<file path="config.mk">
export PLATFORM = sky130hd
export DESIGN_NAME = binary_to_decimal_ascii_unit
export DESIGN_NICKNAME = d
export VERILOG_FILES = /design/src/rtl/core/bda_pkg.sv /design/src/rtl/core/bda_queue.sv /design/src/rtl/core/bda_conv.sv /design/src/rtl/core/bda_emit.sv /design/src/rtl/core/binary_to_decimal_ascii_unit.sv
export SDC_FILE = /design/constraint.sdc
export NUM_CORES = 1
export LEC_CHECK = 0
export BUFFER_PORTS_ARGS = -buffer_cell sky130_fd_sc_hd__buf_2
export CAP_MARGIN = 10
export CORE_ASPECT_RATIO = 1.25
export CORE_MARGIN = 2
export CORE_UTILIZATION = 45
export CTS_CLUSTER_DIAMETER = 60
export DETAILED_ROUTE_END_ITERATION = 12
export GPL_ROUTABILITY_DRIVEN = 0
export PLACE_DENSITY = 0.74
export SYNTH_ARGS = -nofsm -noshare
export SYNTH_HDL_FRONTEND = slang
export SYNTH_HIERARCHICAL = 1
export SYNTH_SLANG_ARGS = --single-unit
export TNS_END_PERCENT = 100
</file>
<file path="constraint.sdc">
create_clock -name clk_i -period 6.8 [get_ports clk_i]
set_clock_uncertainty 0.2 [all_clocks]
set_input_delay 1.36 -clock clk_i [delete_from_list [all_inputs] [get_ports clk_i]]
set_output_delay 1.36 -clock clk_i [all_outputs]
set_load 0.02 [all_outputs]
</file>
<file path="src/rtl/core/bda_pkg.sv">
// ----------------------------------------------------------------------------
// bda_pkg: shared definitions of the binary to decimal ASCII unit
// Widths, character codes, register indexes, control FSM and handoff types.
// ----------------------------------------------------------------------------
`default_nettype none

package bda_pkg;

  // Field widths
  localparam int unsigned VALUE_W    = 32;
  localparam int unsigned BCD_DIGITS = 10;
  localparam int unsigned BCD_W      = 4 * BCD_DIGITS;
  localparam int unsigned CHAR_W     = 8;
  localparam int unsigned CNT_W      = 4;
  localparam int unsigned CFG_DATA_W = 4;
  localparam int unsigned ITER_W     = 5;

  // Default number of kept digits
  localparam int unsigned DEFAULT_MAX_DIGITS = 10;

  // Character codes
  localparam logic [CHAR_W-1:0] ASCII_ZERO = 8'h30;
  localparam logic [CHAR_W-1:0] ASCII_NUL  = 8'h00;

  // Configuration register indexes
  typedef enum logic [0:0] {
    CFG_DIGIT_COUNT = 1'b0,
    CFG_APPEND_TERM = 1'b1
  } cfg_reg_e;

  // Converter sequencer
  typedef enum logic [1:0] {
    CONV_IDLE,
    CONV_RUN,
    CONV_DONE
  } conv_state_e;

  // Live configuration
  typedef struct packed {
    logic [CNT_W-1:0] digit_count;
    logic             append_term;
  } bda_cfg_t;

  // Converted digits from the converter to the emitter
  typedef struct packed {
    logic             valid;
    logic [BCD_W-1:0] bcd;
  } bda_digits_t;

endpackage

`default_nettype wire

</file>
<file path="src/rtl/core/bda_queue.sv">
// ----------------------------------------------------------------------------
// bda_queue: two-entry input queue
// Accepts values from the input channel and holds them for the converter.
// ----------------------------------------------------------------------------
`default_nettype none

module bda_queue
  import bda_pkg::*;
(
  input  wire logic               clk_i,
  input  wire logic               rst_ni,
  input  wire logic               in_valid_i,
  output logic                    in_stall_o,
  input  wire logic [VALUE_W-1:0] value_i,
  output logic                    head_valid_o,
  output logic [VALUE_W-1:0]      head_value_o,
  input  wire logic               pop_i
);

  logic               head_v_q, tail_v_q;
  logic [VALUE_W-1:0] head_q, tail_q;
  logic               push;
  logic               pop;

  // full when the tail slot holds a word
  assign in_stall_o   = tail_v_q;
  assign push         = in_valid_i && !tail_v_q;
  assign pop          = pop_i && head_v_q;
  assign head_valid_o = head_v_q;
  assign head_value_o = head_q;

  // valid bits
  always_ff @(posedge clk_i or negedge rst_ni) begin
    if (!rst_ni) begin
      head_v_q <= 1'b0;
      tail_v_q <= 1'b0;
    end else if (pop) begin
      if (tail_v_q) begin
        tail_v_q <= push;
      end else begin
        head_v_q <= push;
      end
    end else if (push) begin
      if (!head_v_q) begin
        head_v_q <= 1'b1;
      end else begin
        tail_v_q <= 1'b1;
      end
    end
  end

  // payload slots
  always_ff @(posedge clk_i) begin
    if (pop) begin
      if (tail_v_q) begin
        head_q <= tail_q;
        if (push) begin
          tail_q <= value_i;
        end
      end else if (push) begin
        head_q <= value_i;
      end
    end else if (push) begin
      if (!head_v_q) begin
        head_q <= value_i;
      end else begin
        tail_q <= value_i;
      end
    end
  end

endmodule

`default_nettype wire

</file>
<file path="src/rtl/core/bda_conv.sv">
// ----------------------------------------------------------------------------
// bda_conv: shift-and-add-3 binary to BCD converter
// Takes one value from the queue and converts it over 32 iterations.
// ----------------------------------------------------------------------------
`default_nettype none

module bda_conv
  import bda_pkg::*;
(
  input  wire logic               clk_i,
  input  wire logic               rst_ni,
  input  wire logic               src_valid_i,
  input  wire logic [VALUE_W-1:0] src_value_i,
  output logic                    pop_o,
  output bda_digits_t             digits_o,
  input  wire logic               digits_ready_i
);

  conv_state_e        state_q, state_d;
  logic [ITER_W-1:0]  iter_q;
  logic [VALUE_W-1:0] shift_q;
  logic [BCD_W-1:0]   bcd_q;
  logic [BCD_W-1:0]   bcd_adj;
  logic               last_iter;

  assign last_iter = (iter_q == {ITER_W{1'b1}});

  // next state
  always_comb begin
    state_d = state_q;
    unique case (state_q)
      CONV_IDLE: if (src_valid_i) state_d = CONV_RUN;
      CONV_RUN:  if (last_iter) state_d = CONV_DONE;
      CONV_DONE: if (digits_ready_i) state_d = CONV_IDLE;
      default:   state_d = CONV_IDLE;
    endcase
  end

  // outputs
  always_comb begin
    pop_o          = 1'b0;
    digits_o.valid = 1'b0;
    digits_o.bcd   = bcd_q;
    unique case (state_q)
      CONV_IDLE: pop_o = src_valid_i;
      CONV_RUN:  ;
      CONV_DONE: digits_o.valid = 1'b1;
      default:   ;
    endcase
  end

  // add 3 to every digit of 5 or more before the shift
  always_comb begin
    for (int i = 0; i < BCD_DIGITS; i++) begin
      bcd_adj[4*i +: 4] = (bcd_q[4*i +: 4] >= 4'd5) ? bcd_q[4*i +: 4] + 4'd3
                                                     : bcd_q[4*i +: 4];
    end
  end

  always_ff @(posedge clk_i or negedge rst_ni) begin
    if (!rst_ni) begin
      state_q <= CONV_IDLE;
      iter_q  <= '0;
    end else begin
      state_q <= state_d;
      if (state_q == CONV_RUN) begin
        iter_q <= iter_q + 1'b1;
      end else begin
        iter_q <= '0;
      end
    end
  end

  // datapath
  always_ff @(posedge clk_i) begin
    if (state_q == CONV_IDLE && src_valid_i) begin
      shift_q <= src_value_i;
      bcd_q   <= '0;
    end else if (state_q == CONV_RUN) begin
      {bcd_q, shift_q} <= {bcd_adj[BCD_W-2:0], shift_q, 1'b0};
    end
  end

endmodule

`default_nettype wire

</file>
<file path="src/rtl/core/bda_emit.sv">
// ----------------------------------------------------------------------------
// bda_emit: ASCII character emitter
// Picks the digits to send, walks them MSD first and drives the output word.
// ----------------------------------------------------------------------------
`default_nettype none

module bda_emit
  import bda_pkg::*;
#(
  parameter int unsigned MaxDigits = DEFAULT_MAX_DIGITS
) (
  input  wire logic        clk_i,
  input  wire logic        rst_ni,
  input  wire bda_cfg_t    cfg_i,
  input  wire bda_digits_t digits_i,
  output logic             digits_ready_o,
  output logic             out_valid_o,
  input  wire logic        out_stall_i,
  output logic [CHAR_W-1:0] character_o,
  output logic             last_char_o
);

  localparam int unsigned DigW = $clog2(MaxDigits);

  logic [MaxDigits-1:0][3:0] digs_q;
  logic [DigW-1:0]           pos_q;
  logic                      active_q;
  logic                      term_q;
  logic                      out_valid_q;
  logic [CHAR_W-1:0]         char_q;
  logic                      last_q;

  logic [DigW-1:0]  top_idx;
  logic [CNT_W-1:0] sat_cnt;
  logic [CNT_W-1:0] sat_m1;
  logic [DigW-1:0]  start_idx;
  logic             load;
  logic             adv;

  // highest non-zero kept digit; zero gives one digit
  always_comb begin
    top_idx = '0;
    for (int i = 0; i < MaxDigits; i++) begin
      if (digits_i.bcd[4*i +: 4] != 4'd0) begin
        top_idx = DigW'(i);
      end
    end
  end

  // fixed count saturates to the kept digits
  always_comb begin
    sat_cnt = (cfg_i.digit_count > CNT_W'(MaxDigits)) ? CNT_W'(MaxDigits)
                                                       : cfg_i.digit_count;
    sat_m1  = sat_cnt - 1'b1;
    start_idx = (cfg_i.digit_count == '0) ? top_idx : sat_m1[DigW-1:0];
  end

  assign digits_ready_o = !active_q;
  assign load           = digits_i.valid && !active_q;
  assign adv            = active_q && (!out_valid_q || !out_stall_i);

  // walk control
  always_ff @(posedge clk_i or negedge rst_ni) begin
    if (!rst_ni) begin
      active_q    <= 1'b0;
      term_q      <= 1'b0;
      out_valid_q <= 1'b0;
    end else begin
      if (load) begin
        active_q <= 1'b1;
        term_q   <= 1'b0;
      end else if (adv) begin
        if (term_q) begin
          active_q <= 1'b0;
          term_q   <= 1'b0;
        end else if (pos_q == '0) begin
          if (cfg_i.append_term) begin
            term_q <= 1'b1;
          end else begin
            active_q <= 1'b0;
          end
        end
      end
      if (adv) begin
        out_valid_q <= 1'b1;
      end else if (!out_stall_i) begin
        out_valid_q <= 1'b0;
      end
    end
  end

  // digit store, position and output word
  always_ff @(posedge clk_i) begin
    if (load) begin
      for (int i = 0; i < MaxDigits; i++) begin
        digs_q[i] <= digits_i.bcd[4*i +: 4];
      end
      pos_q <= start_idx;
    end else if (adv && !term_q && pos_q != '0) begin
      pos_q <= pos_q - 1'b1;
    end
    if (adv) begin
      if (term_q) begin
        char_q <= ASCII_NUL;
        last_q <= 1'b1;
      end else begin
        char_q <= ASCII_ZERO + {4'd0, digs_q[pos_q]};
        last_q <= (pos_q == '0) && !cfg_i.append_term;
      end
    end
  end

  assign out_valid_o = out_valid_q;
  assign character_o = char_q;
  assign last_char_o = last_q;

endmodule

`default_nettype wire

</file>
<file path="src/rtl/core/binary_to_decimal_ascii_unit.sv">
// ----------------------------------------------------------------------------
// binary_to_decimal_ascii_unit: unsigned 32-bit value to decimal ASCII
// Queue, shift-and-add-3 converter and character emitter.
// ----------------------------------------------------------------------------
// Usage:
//   Input channel (in_valid_i / in_stall_o / value_i) takes one 32-bit
//   word per number. A two-entry queue sits in front of the converter.
//   Output channel (out_valid_o / out_stall_i / character_o / last_char_o)
//   gives one character per word, most significant digit first; the final
//   character of a number has last_char_o set (the NUL when one is added).
//   Configuration (cfg_valid_i / cfg_ready_o / cfg_index_i / cfg_data_i):
//   index 0 digit count (0 = no leading zeros, 1..15 = fixed, saturating at
//   MaxDigits), index 1 append NUL. Write only while the unit is idle.
// Timing:
//   The first character of a number follows the queue slot, the converter
//   load, its 32 shift iterations, the handoff to the emitter and the
//   emitter output register. Emission of one number overlaps conversion of
//   the next.
//   A stalled output word holds; the emitter and converter back up behind it.
// Reset: clears queue, converter, emitter and registers (minimal mode, no NUL).
// ----------------------------------------------------------------------------
`default_nettype none

module binary_to_decimal_ascii_unit
  import bda_pkg::*;
#(
  parameter int unsigned MaxDigits = DEFAULT_MAX_DIGITS
) (
  input  wire logic                  clk_i,
  input  wire logic                  rst_ni,
  input  wire logic                  in_valid_i,
  output logic                       in_stall_o,
  input  wire logic [VALUE_W-1:0]    value_i,
  output logic                       out_valid_o,
  input  wire logic                  out_stall_i,
  output logic [CHAR_W-1:0]          character_o,
  output logic                       last_char_o,
  input  wire logic                  cfg_valid_i,
  output logic                       cfg_ready_o,
  input  wire logic                  cfg_index_i,
  input  wire logic [CFG_DATA_W-1:0] cfg_data_i
);

  bda_cfg_t           cfg_q;
  logic               head_valid;
  logic [VALUE_W-1:0] head_value;
  logic               pop;
  bda_digits_t        digits;
  logic               digits_ready;

  // configuration registers
  assign cfg_ready_o = 1'b1;

  always_ff @(posedge clk_i or negedge rst_ni) begin
    if (!rst_ni) begin
      cfg_q <= '0;
    end else if (cfg_valid_i && cfg_ready_o) begin
      unique case (cfg_reg_e'(cfg_index_i))
        CFG_DIGIT_COUNT: cfg_q.digit_count <= cfg_data_i;
        CFG_APPEND_TERM: cfg_q.append_term <= cfg_data_i[0];
        default:         ;
      endcase
    end
  end

  bda_queue u_queue (
    .clk_i        (clk_i),
    .rst_ni       (rst_ni),
    .in_valid_i   (in_valid_i),
    .in_stall_o   (in_stall_o),
    .value_i      (value_i),
    .head_valid_o (head_valid),
    .head_value_o (head_value),
    .pop_i        (pop)
  );

  bda_conv u_conv (
    .clk_i          (clk_i),
    .rst_ni         (rst_ni),
    .src_valid_i    (head_valid),
    .src_value_i    (head_value),
    .pop_o          (pop),
    .digits_o       (digits),
    .digits_ready_i (digits_ready)
  );

  bda_emit #(
    .MaxDigits (MaxDigits)
  ) u_emit (
    .clk_i          (clk_i),
    .rst_ni         (rst_ni),
    .cfg_i          (cfg_q),
    .digits_i       (digits),
    .digits_ready_o (digits_ready),
    .out_valid_o    (out_valid_o),
    .out_stall_i    (out_stall_i),
    .character_o    (character_o),
    .last_char_o    (last_char_o)
  );

endmodule

`default_nettype wire

</file>
Word-level counts from Yosys, hierarchy flattened. Index checks and enable logic that the tools add are counted.

Add/subtract/negate cells: 14. Magnitude comparators: 12. Equality and inequality tests: 12. Muxes and demuxes: 62. Bitwise operators: 1. Reduce and logical (&&, ||, !) cells: 43.

Operators with widths (number): 32-bit two-way mux (11); 4-bit two-way mux (22); 4-bit by 3-bit greater-or-equal comparator with 1-bit output, second input constant (10); 4-bit nonzero test (10); 4-bit by 2-bit adder with 4-bit output, second input constant (9); 1-bit two-way mux (22); 4-bit binary-select mux with 4-bit select (1); 2-bit nonzero test (6); 2-bit inequality test, second input constant (5); 3-bit AND reduction (3); 1-bit logical AND (8); 4-bit zero test (2); 2-bit AND reduction (4); 4-bit by 1-bit subtractor with 4-bit output, second input constant (2); 6-bit by 4-bit adder with 7-bit output, first input constant (1); 1-bit zero test (6); 2-bit two-way mux (3); 2-bit by 1-bit inequality test with 1-bit output, second input constant (3); 2-bit one-hot mux with 3 select lines (1); 5-bit by 1-bit adder with 5-bit output, second input constant (1); 5-bit equality test, second input constant (1); 4-bit by 5-bit < comparator with 1-bit output, second input constant (1); 5-bit two-way mux (1); 4-bit greater-than comparator, second input constant (1); 10 further kinds (10).

Bits in registers: 206. Bits of input ports: 42. Output and inout port bits: 12. Logic and storage cells: 170.

Logic depth before layout (Yosys ltp). Gate-level depths: netlist (run 1).

Depth after elaboration: 12. Gate-level depth with buffers: 8. Gate-level depth less buffers: 6.

Hierarchy. Netlist (run 1), hierarchy kept.

By module, submodules not included: bda_conv (times used 1, cells each 343, area an instance 3821.2 um2, seq. area each 1936.9 um2); bda_queue (times used 1, cells each 111, area an instance 2544.9 um2, seq. area each 1971.9 um2); bda_emit (times used 1, cells each 161, area an instance 2383.5 um2, seq. area each 1576.5 um2); binary_to_decimal_ascii_unit (times used 1, cells each 14, area an instance 214.0 um2, seq. area each 125.1 um2).

Worst setup path before layout (run 1). OpenSTA, ideal clock, no wires.

Path type: input-to-reg. Start: input port in_valid_i. End: register u_queue.tail_q[0], enable pin. Setup time: 0.502 ns. Arrival time: 4.437 ns. Data required time: 6.098 ns. Slack: 1.661 ns. Stages: 1. Path buffers: 0. Cell sequence: nor4bb_1.

Cells in the longest elaborated chain, start to end: 3. Elaborated cells between the ends (all ways): 4. Those cells by class: eq/ne (1); reduce/logical (3).

RTL lines: start: declaration (line binary_to_decimal_ascii_unit.sv:31) `input wire logic in_valid_i,`; 1-bit logical AND * (line bda_queue.sv:27) `assign push = in_valid_i && !tail_v_q;`; 2-bit inequality test (no line) or 2-bit nonzero test (tied branches); 4-bit AND reduction (no line) *; end signal: assignment (line bda_queue.sv:58) `tail_q <= value_i;`; end signal: assignment (line bda_queue.sv:67) `tail_q <= value_i;`; end: declaration (line bda_queue.sv:21) `logic [VALUE_W-1:0] head_q, tail_q;`.

Every way passes the cells marked *; elsewhere a longest branch is shown, timed or not. A chain may end at the register's enable or synchronous reset.

Final worst setup path (run 1).
Start: register u_queue.tail_v_q (netlist: u_queue/in_stall_o). End: output port in_stall_o.

RTL lines: start: declaration (line bda_queue.sv:20) `logic head_v_q, tail_v_q;`; start signal: assignment (line bda_queue.sv:39) `tail_v_q <= push;`; end: declaration (line binary_to_decimal_ascii_unit.sv:32) `output logic in_stall_o,`.

No word-level cell between the ends.

==> results of run 1 <==
[worst min-delay path, stage by stage (launching register included)]
cell and delay, ns:
edfxtp_1 0.32, nand2_1 0.04, o21ai_0 0.05
[sequential cells by signal (all words and copies together) (netlist names), 2 cells and up]
name	cells
u_emit/pos_q	4
u_conv/state_q	2
u_queue/head_value_o	32
cfg_q	5
u_emit/digs_q	40
u_conv/bcd_q	40
u_conv/iter_q	5
u_queue/tail_q	32
u_emit/character_o	5
u_conv/shift_q	32
[kinds of logic after synthesis]
| group | after synthesis |
|---|---|
| DFF | 203 |
| other | 2 |
| muxes | 94 |
| xor gates and xnor gates | 19 |
| AOI/OAI and AO/OA | 112 |
| adders and majority gates | 24 |
| buffers and inverters | 56 |
| and+or+nand+nor | 119 |
[power groups by stage]
stage	clock network, mW	logic [mW]	registers (mW)
CTS	1.41	1.19	1.99
finish	1.39	1.19	1.99
global placement	0	1.09	1.99
floorplan	0	0.980	1.93
global route	1.46	1.31	2.04
detailed placement	0	1.18	2.01
[cells in the final DEF (no fill, tap or decap), types with 24 or more instances in the layout]
cell type	count
o22ai_1	25
buf_2	50
nand2_1	37
edfxtp_1	146
mux2_4	32
mux2_2	48
inv_1	27
a21oi_1	32
dfxtp_1	40
o21ai_0	24
ha_1	24
[per-layer routing]
layer / global-route usage, % / wire length [microns]
met1: 18.0 / 6390
met2: 26.3 / 7870
met3: 2.73 / 881
met4: 5.52 / 491
met5: 0 / 0
[final timing paths]
path / from / end / slack [ns] / depth (start not counted)
setup / recovery: u_queue/in_stall_o$_DFFE_PN0P_ / in_stall_o / 3.98 / 1
hold / removal: u_conv/shift_q[31]$_DFFE_PP_ / u_conv/bcd_q[0]$_SDFFE_PP0P_ / 0.25 / 2
min in group asynchronous: rst_ni / u_emit/term_q$_DFFE_PN0P_ / 0.59 / 1
hold reg to reg: u_conv/shift_q[31]$_DFFE_PP_ / u_conv/bcd_q[0]$_SDFFE_PP0P_ / 0.25 / 2
setup reg to reg: u_queue/head_valid_o$_DFFE_PN0P_ / u_queue/head_value_o[11]$_DFFE_PP_ / 4.00 / 5
max in group asynchronous: rst_ni / u_conv/state_q[1]$_DFFE_PN0P_ / 5.51 / 1
[metrics by stage]
| step | std cells | total power, mW | cell area (sq um) | util (%) | hold WS (ns) |
|---|---|---|---|---|---|
| floorplan | 630 | 2.91 | 8970 | - | 0.217 |
| global placement | 924 | 3.08 | 9390 | 48.2 | 0.242 |
| detailed placement | 924 | 3.20 | 9390 | 48.2 | 0.249 |
| CTS | 964 | 4.59 | 10300 | 52.7 | 0.258 |
| global route | 964 | 4.82 | 10300 | 52.7 | 0.277 |
| finish | 964 | 4.57 | 10300 | 52.7 | 0.247 |
[area by class of cell]
class / count / area, sq um / area share [%]
Inverter: 29 / 109 / 1.06
Timing Repair Buffer: 56 / 295 / 2.88
Multi-Input combinational cell: 371 / 3050 / 29.7
Clock inverter: 12 / 239 / 2.33
Clock buffer: 28 / 624 / 6.09
Tap cell: 265 / 332 / 3.23
Sequential cell: 203 / 5610 / 54.7
==> key figures, run 1 <==
Synth
  • Syn Inst Count: 629
  • Post-synthesis compound-gate area fraction: 7.72%
  • Cell Area, Synth: 8960 sq um
  • FFs w/ async S/R, synth: 8.37%
  • Adder-cell share of the synthesized area: 3.35%
  • Main combinational cell family by area after synthesis: multiplexers
  • Main area contributors after synthesis: edfxtp_1 (49%), dfxtp_1 (8.9%), mux2_2 (6.0%)
  • Post-synthesis mux area share: 13.8%
  • Most common cell in the netlist: edfxtp_1
  • Post-Synth Simple-Gate Area: 6.91%
  • Syn avg cell area: 14.3 sq um
  • Ys Warns: 6
  • Top FF cell, synth: edfxtp_1
  • Yosys reg bits: 203
  • Synth cell types: 55
  • Register area share after synthesis: 62.6%
  • XOR/XNOR share of the synthesized area: 1.86%
  • Yosys top cell by area: edfxtp_1
  • EDFF count, synth: 146
  • Synth top area share: 48.9%
  • Post-synth top cells: edfxtp_1 (146), mux2_2 (48), dfxtp_1 (40), nand2_1 (37)

Job
  • Max Cap Viol: 0

STA
  • Hold Vio Cnt, Final: 0
  • RSZ-0062 raised after global routing: no
  • Worst slew pin tran: 1.20 ns
  • Fin crit period: 2.82 ns
  • Max Slew Vio Count: 0
  • Period utilization: 41.5%
  • Setup ws final: 3.98 ns
  • Setup-failing EPs final: 0
  • Worst rel slew slack: 20.1%
  • Fmax: 355 MHz
  • Setup TNS Final: 0 ns

Cells and area
  • Final #Nets: 749
  • # fillers: 1,558
  • Ant. Diodes: 0
  • Share of cells above drive strength 1: 26.2%
  • Area Overhead vs Synth: 14.4%

Critical path
  • Startpoint Class: flip-flop
  • Critical path type: reg -> out
  • Crit end category: output pin
  • Critical Path AT: 1.26 ns
  • Worst path slowest cell: dfrtp_1
  • Family with the most delay on the worst path: flip-flops
  • Max incr delay on CP: 0.53 ns
  • Crit path buf inv count: 1
  • Req. time, crit path: 5.24 ns
  • Critical Path Fanout Max: 8
  • Cells along the critical path: buf_2

CTS
  • Setup Fix Bufs, Post-CTS: 0
  • # hold bufs at CTS: 0
  • Worst-path clk slew: 0.06 ns
  • CTS Buffer Depth: 3
  • Cts repair resizes: 0
  • Clock sinks: 203
  • CTS tree: built
  • Num CTS Buffers: 22
  • Worst skew pair latency: 0.50 ns
  • # H-tree levels: 1
  • Root Buffer: clkbuf_16

Power and ir drop
  • Clock power frac: 30.3%
  • Pwr dens: 445 nW/um^2
  • Combinational power share: 26.0%
  • NetSw: 1.33 mW
  • Sequential share of power: 43.6%
  • Internal power: 3.24 mW
  • Sw frac: 29.1%
  • Worst IR drop on VDD: 0.000265 V
  • Static Leak: 3.93 nW

Place
  • IO buf count: 50
  • Hpwl dp: 10,300 microns
  • Pre-CTS setup slack: 3.95 ns

Die
  • Die height: 162 microns
  • Width of the die: 130 microns
  • Core Region: 19,500 sq um
  • Die area: 21,100 sq um
  • Initial Utilization: 46.0%
  • Number of I/O pins: 54
  • Rows: 57

GRT
  • Largest net degree at the start of global routing: 71
  • Vias in the first global route: 5,324
  • Global-route wire length before repair: 25,400 microns
  • Initial antenna violation count: 0
  • GRT Overall Usage: 14.9%
  • Gr ovfl total: 0

Min path
  • Hold Path Class: reg -> reg

Outcome
  • Status: complete, no violations

Routing
  • Number of vias per cell: 5.35
  • DR DRC count: 0
  • WL/cell: 16.2 microns
  • 1st-pass router iterations: 5
  • Detailed Route WL: 15,600 microns
  • Final ANT Viol Nets: 0
  • Initial DRC count: 248
  • Vias: 5,154
Power figures use the tool's default switching activity.
==> inputs of run 2 (changes only) <==
--- a/config.mk
+++ b/config.mk
@@ -13,7 +13,7 @@
 export CTS_CLUSTER_DIAMETER = 60
 export DETAILED_ROUTE_END_ITERATION = 12
 export GPL_ROUTABILITY_DRIVEN = 0
-export PLACE_DENSITY = 0.74
+export PLACE_DENSITY = 0.76
 export SYNTH_ARGS = -nofsm -noshare
 export SYNTH_HDL_FRONTEND = slang
 export SYNTH_HIERARCHICAL = 1
==> constraint.sdc (replaced) <==
create_clock -name clk_i -period 2.4 [get_ports clk_i]
set_clock_uncertainty 0.2 [all_clocks]
set_input_delay 0.48 -clock clk_i [delete_from_list [all_inputs] [get_ports clk_i]]
set_output_delay 0.48 -clock clk_i [all_outputs]
set_load 0.02 [all_outputs]
==> run 2 against run 1 <==
  * Clock power grew 140%
  * Clock-buffer cell count is 4 higher
  * Combinational power grew to 2.9 times the previous value
  * Global-route usage grew 0.35 points
  * Via count grew 2.0%
  * Routed wire length up 0.56%
  * Hold slack worse by 0.22 ns
  * Sequential power increased to 2.8 times the previous value
  * Sequential share of layout area fell by 1.7 points
  * Utilization rose by 1.7 points
  * First-iteration DRC count is 40% higher
  * Largest cell class unchanged
==> key figures, run 2 (synthesized netlist as in run 1, its figures left out) <==
Die
  • Number of I/O pins: 54
  • Initial Utilization: 46.0%
  • Rows: 57
  • Die height: 162 microns
  • Width of the die: 130 microns
  • Die area: 21,100 sq um
  • Core Region: 19,500 sq um

Power and ir drop
  • Combinational power share: 27.6%
  • Static Leak: 4.07 nW
  • Sw frac: 29.4%
  • Clock power frac: 27.0%
  • Internal power: 8.74 mW
  • Power, Total: 12.4 mW
  • NetSw: 3.65 mW
  • Pwr dens: 1170 nW/um^2
  • Sequential share of power: 45.4%
  • Worst IR drop on VDD: 0.000793 V

Critical path
  • Req. time, crit path: 2.44 ns
  • R2r setup slk: 0.30 ns
  • Critical Path AT: 2.15 ns
  • RR Endpoint: u_queue/head_value_o[0]$_DFFE_PP_
  • RR Startpoint: u_queue/head_valid_o$_DFFE_PN0P_
  • Startpoint Class: flip-flop
  • FF-to-FF path depth: 4
  • Critical path type: reg -> reg
  • Critical Path Fanout Max: 32
  • Crit end category: flip-flop

Cells and area
  • Post-Layout Cell Count: 1,009
  • Commonest non-fill, non-tap cell in the layout: edfxtp_1
  • # fillers: 1,525
  • Share of cells above drive strength 1: 25.5%
  • Final #Nets: 794
  • Most frequent cells in the layout: edfxtp_1 (146), buf_2 (50), mux2_2 (48), dfxtp_1 (40), nand2_1 (37)
  • Largest regs: u_conv/bcd_q (40), u_emit/digs_q (40)
  • Ant. Diodes: 0
  • Area Overhead vs Synth: 18.2%

Place
  • Hpwl dp: 9790 microns
  • IO buf count: 50
  • Placed insts: 936
  • Pre-CTS setup slack: 0.319 ns

Routing
  • Number of vias per cell: 5.21
  • Final ANT Viol Nets: 0
  • WL/cell: 15.6 microns
  • Detailed Route WL: 15,700 microns
  • DR DRC count: 0
  • Vias: 5,259
  • Initial DRC count: 347
  • 1st-pass router iterations: 4

Min path
  • HP Start: cfg_data_i[3]
  • Hold Path Class: in -> reg
  • Worst Hold End: cfg_q[4]$_DFFE_PN0P_
  • Hold Crit Depth: 2

CTS
  • CTS tree: built
  • Num CTS Buffers: 22
  • Clock sinks: 203
  • Cts repair resizes: 0
  • Worst skew pair latency: 0.49 ns
  • # H-tree levels: 1
  • Worst-path clk slew: 0.06 ns
  • Root Buffer: clkbuf_16
  • CTS Buffer Depth: 3

Job
  • Max Cap Viol: 0

STA
  • Max Slew Vio Count: 0
  • Setup ws final: 0.298 ns
  • RSZ-0062 raised after global routing: no
  • Worst slew pin tran: 0.588 ns
  • Period utilization: 87.6%
  • Worst rel slew slack: 60.5%
  • Setup-failing EPs final: 0
  • Fmax: 476 MHz
  • Hold Vio Cnt, Final: 0
  • Fin crit period: 2.10 ns

GRT
  • Gr ovfl total: 0
  • Global-route wire length before repair: 25,700 microns
  • Initial antenna violation count: 0
  • GRT Overall Usage: 15.2%
  • Largest net degree at the start of global routing: 62
  • Vias in the first global route: 5,314

Outcome
  • Status: complete, no violations
## run 2: changes by cell type in the layout (fill, tap and decap cells not counted)
cell           delta
buf_12            +4
o22a_2            +1
buf_4             +8
clkinvlp_4        -1
bufinv_16         -5
dlygate4sd3_1    +33
o22a_1            -1
inv_1             +1
clkinv_1          +1
clkbuf_1          +4
## run 2: timing repair
action	in CTS	in global routing
buffers inserted	0	0
hold buffers	33	0
endpoints found under the hold margin	49	0
## run 2: worst max-delay path, stage by stage, from the launching register on
cell	delay, ns
dfrtp_1	0.47
nor3b_4	0.21
nand3_2	0.08
buf_4	0.49
mux2_2	0.40
## run 2: final cells by class
cell class                      instances  area, sq um  share of cell area [%]
Inverter                               29          110                    1.04
Tap cell                              265          332                    3.13
Timing Repair Buffer                  101          766                    7.23
Clock inverter                          8         87.6                   0.827
Sequential cell                       203         5610                    53.0
Multi-Input combinational cell        371         3050                    28.8
Clock buffer                           32          639                    6.04
## run 2: how the worst max path moves through the flow
stage                                           from                                  to  slack, ns  depth (start not counted)
floorplan           u_queue/head_valid_o$_DFFE_PN0P_         u_queue/tail_q[0]$_DFFE_PP_      -0.30                          4
global placement    u_queue/head_valid_o$_DFFE_PN0P_   u_queue/head_value_o[0]$_DFFE_PP_       0.34                          4
detailed placement  u_queue/head_valid_o$_DFFE_PN0P_  u_queue/head_value_o[31]$_DFFE_PP_       0.32                          4
CTS                 u_queue/head_valid_o$_DFFE_PN0P_  u_queue/head_value_o[31]$_DFFE_PP_       0.27                          4
global route        u_queue/head_valid_o$_DFFE_PN0P_  u_queue/head_value_o[31]$_DFFE_PP_       0.17                          4
finish              u_queue/head_valid_o$_DFFE_PN0P_   u_queue/head_value_o[0]$_DFFE_PP_       0.30                          4
## run 2: power by group through the flow
stage                     clock network, mW  registers, mW  logic (mW)
after global placement                    0           5.66        3.24
after floorplan                           0           5.47        2.79
final                                  3.35           5.62        3.42
after global routing                   3.54           5.76        3.82
after CTS                              3.40           5.63        3.44
after detailed placement                  0           5.68        3.37
## run 2: through the flow
stage          area [sq um]  TNS, ns  hold WS, ns  util, %
2_1_floorplan          8990    -9.47      -0.0156        -
3_3_place_gp           9540        0        0.228     49.0
3_5_place_dp           9540        0        0.235     49.0
4_1_cts               10600        0       0.0100     54.4
5_1_grt               10600        0       0.0186     54.4
6_report              10600        0       0.0242     54.4
## run 2: layer usage
metal  track usage [%]  part of all wire, %  up-vias
met5                 0                    0        -
met4              4.15                  2.4        0
met3              2.90                  4.2       28
met2              27.8                   53      116
met1              18.2                   41     2561
li1                  -                    -     2554
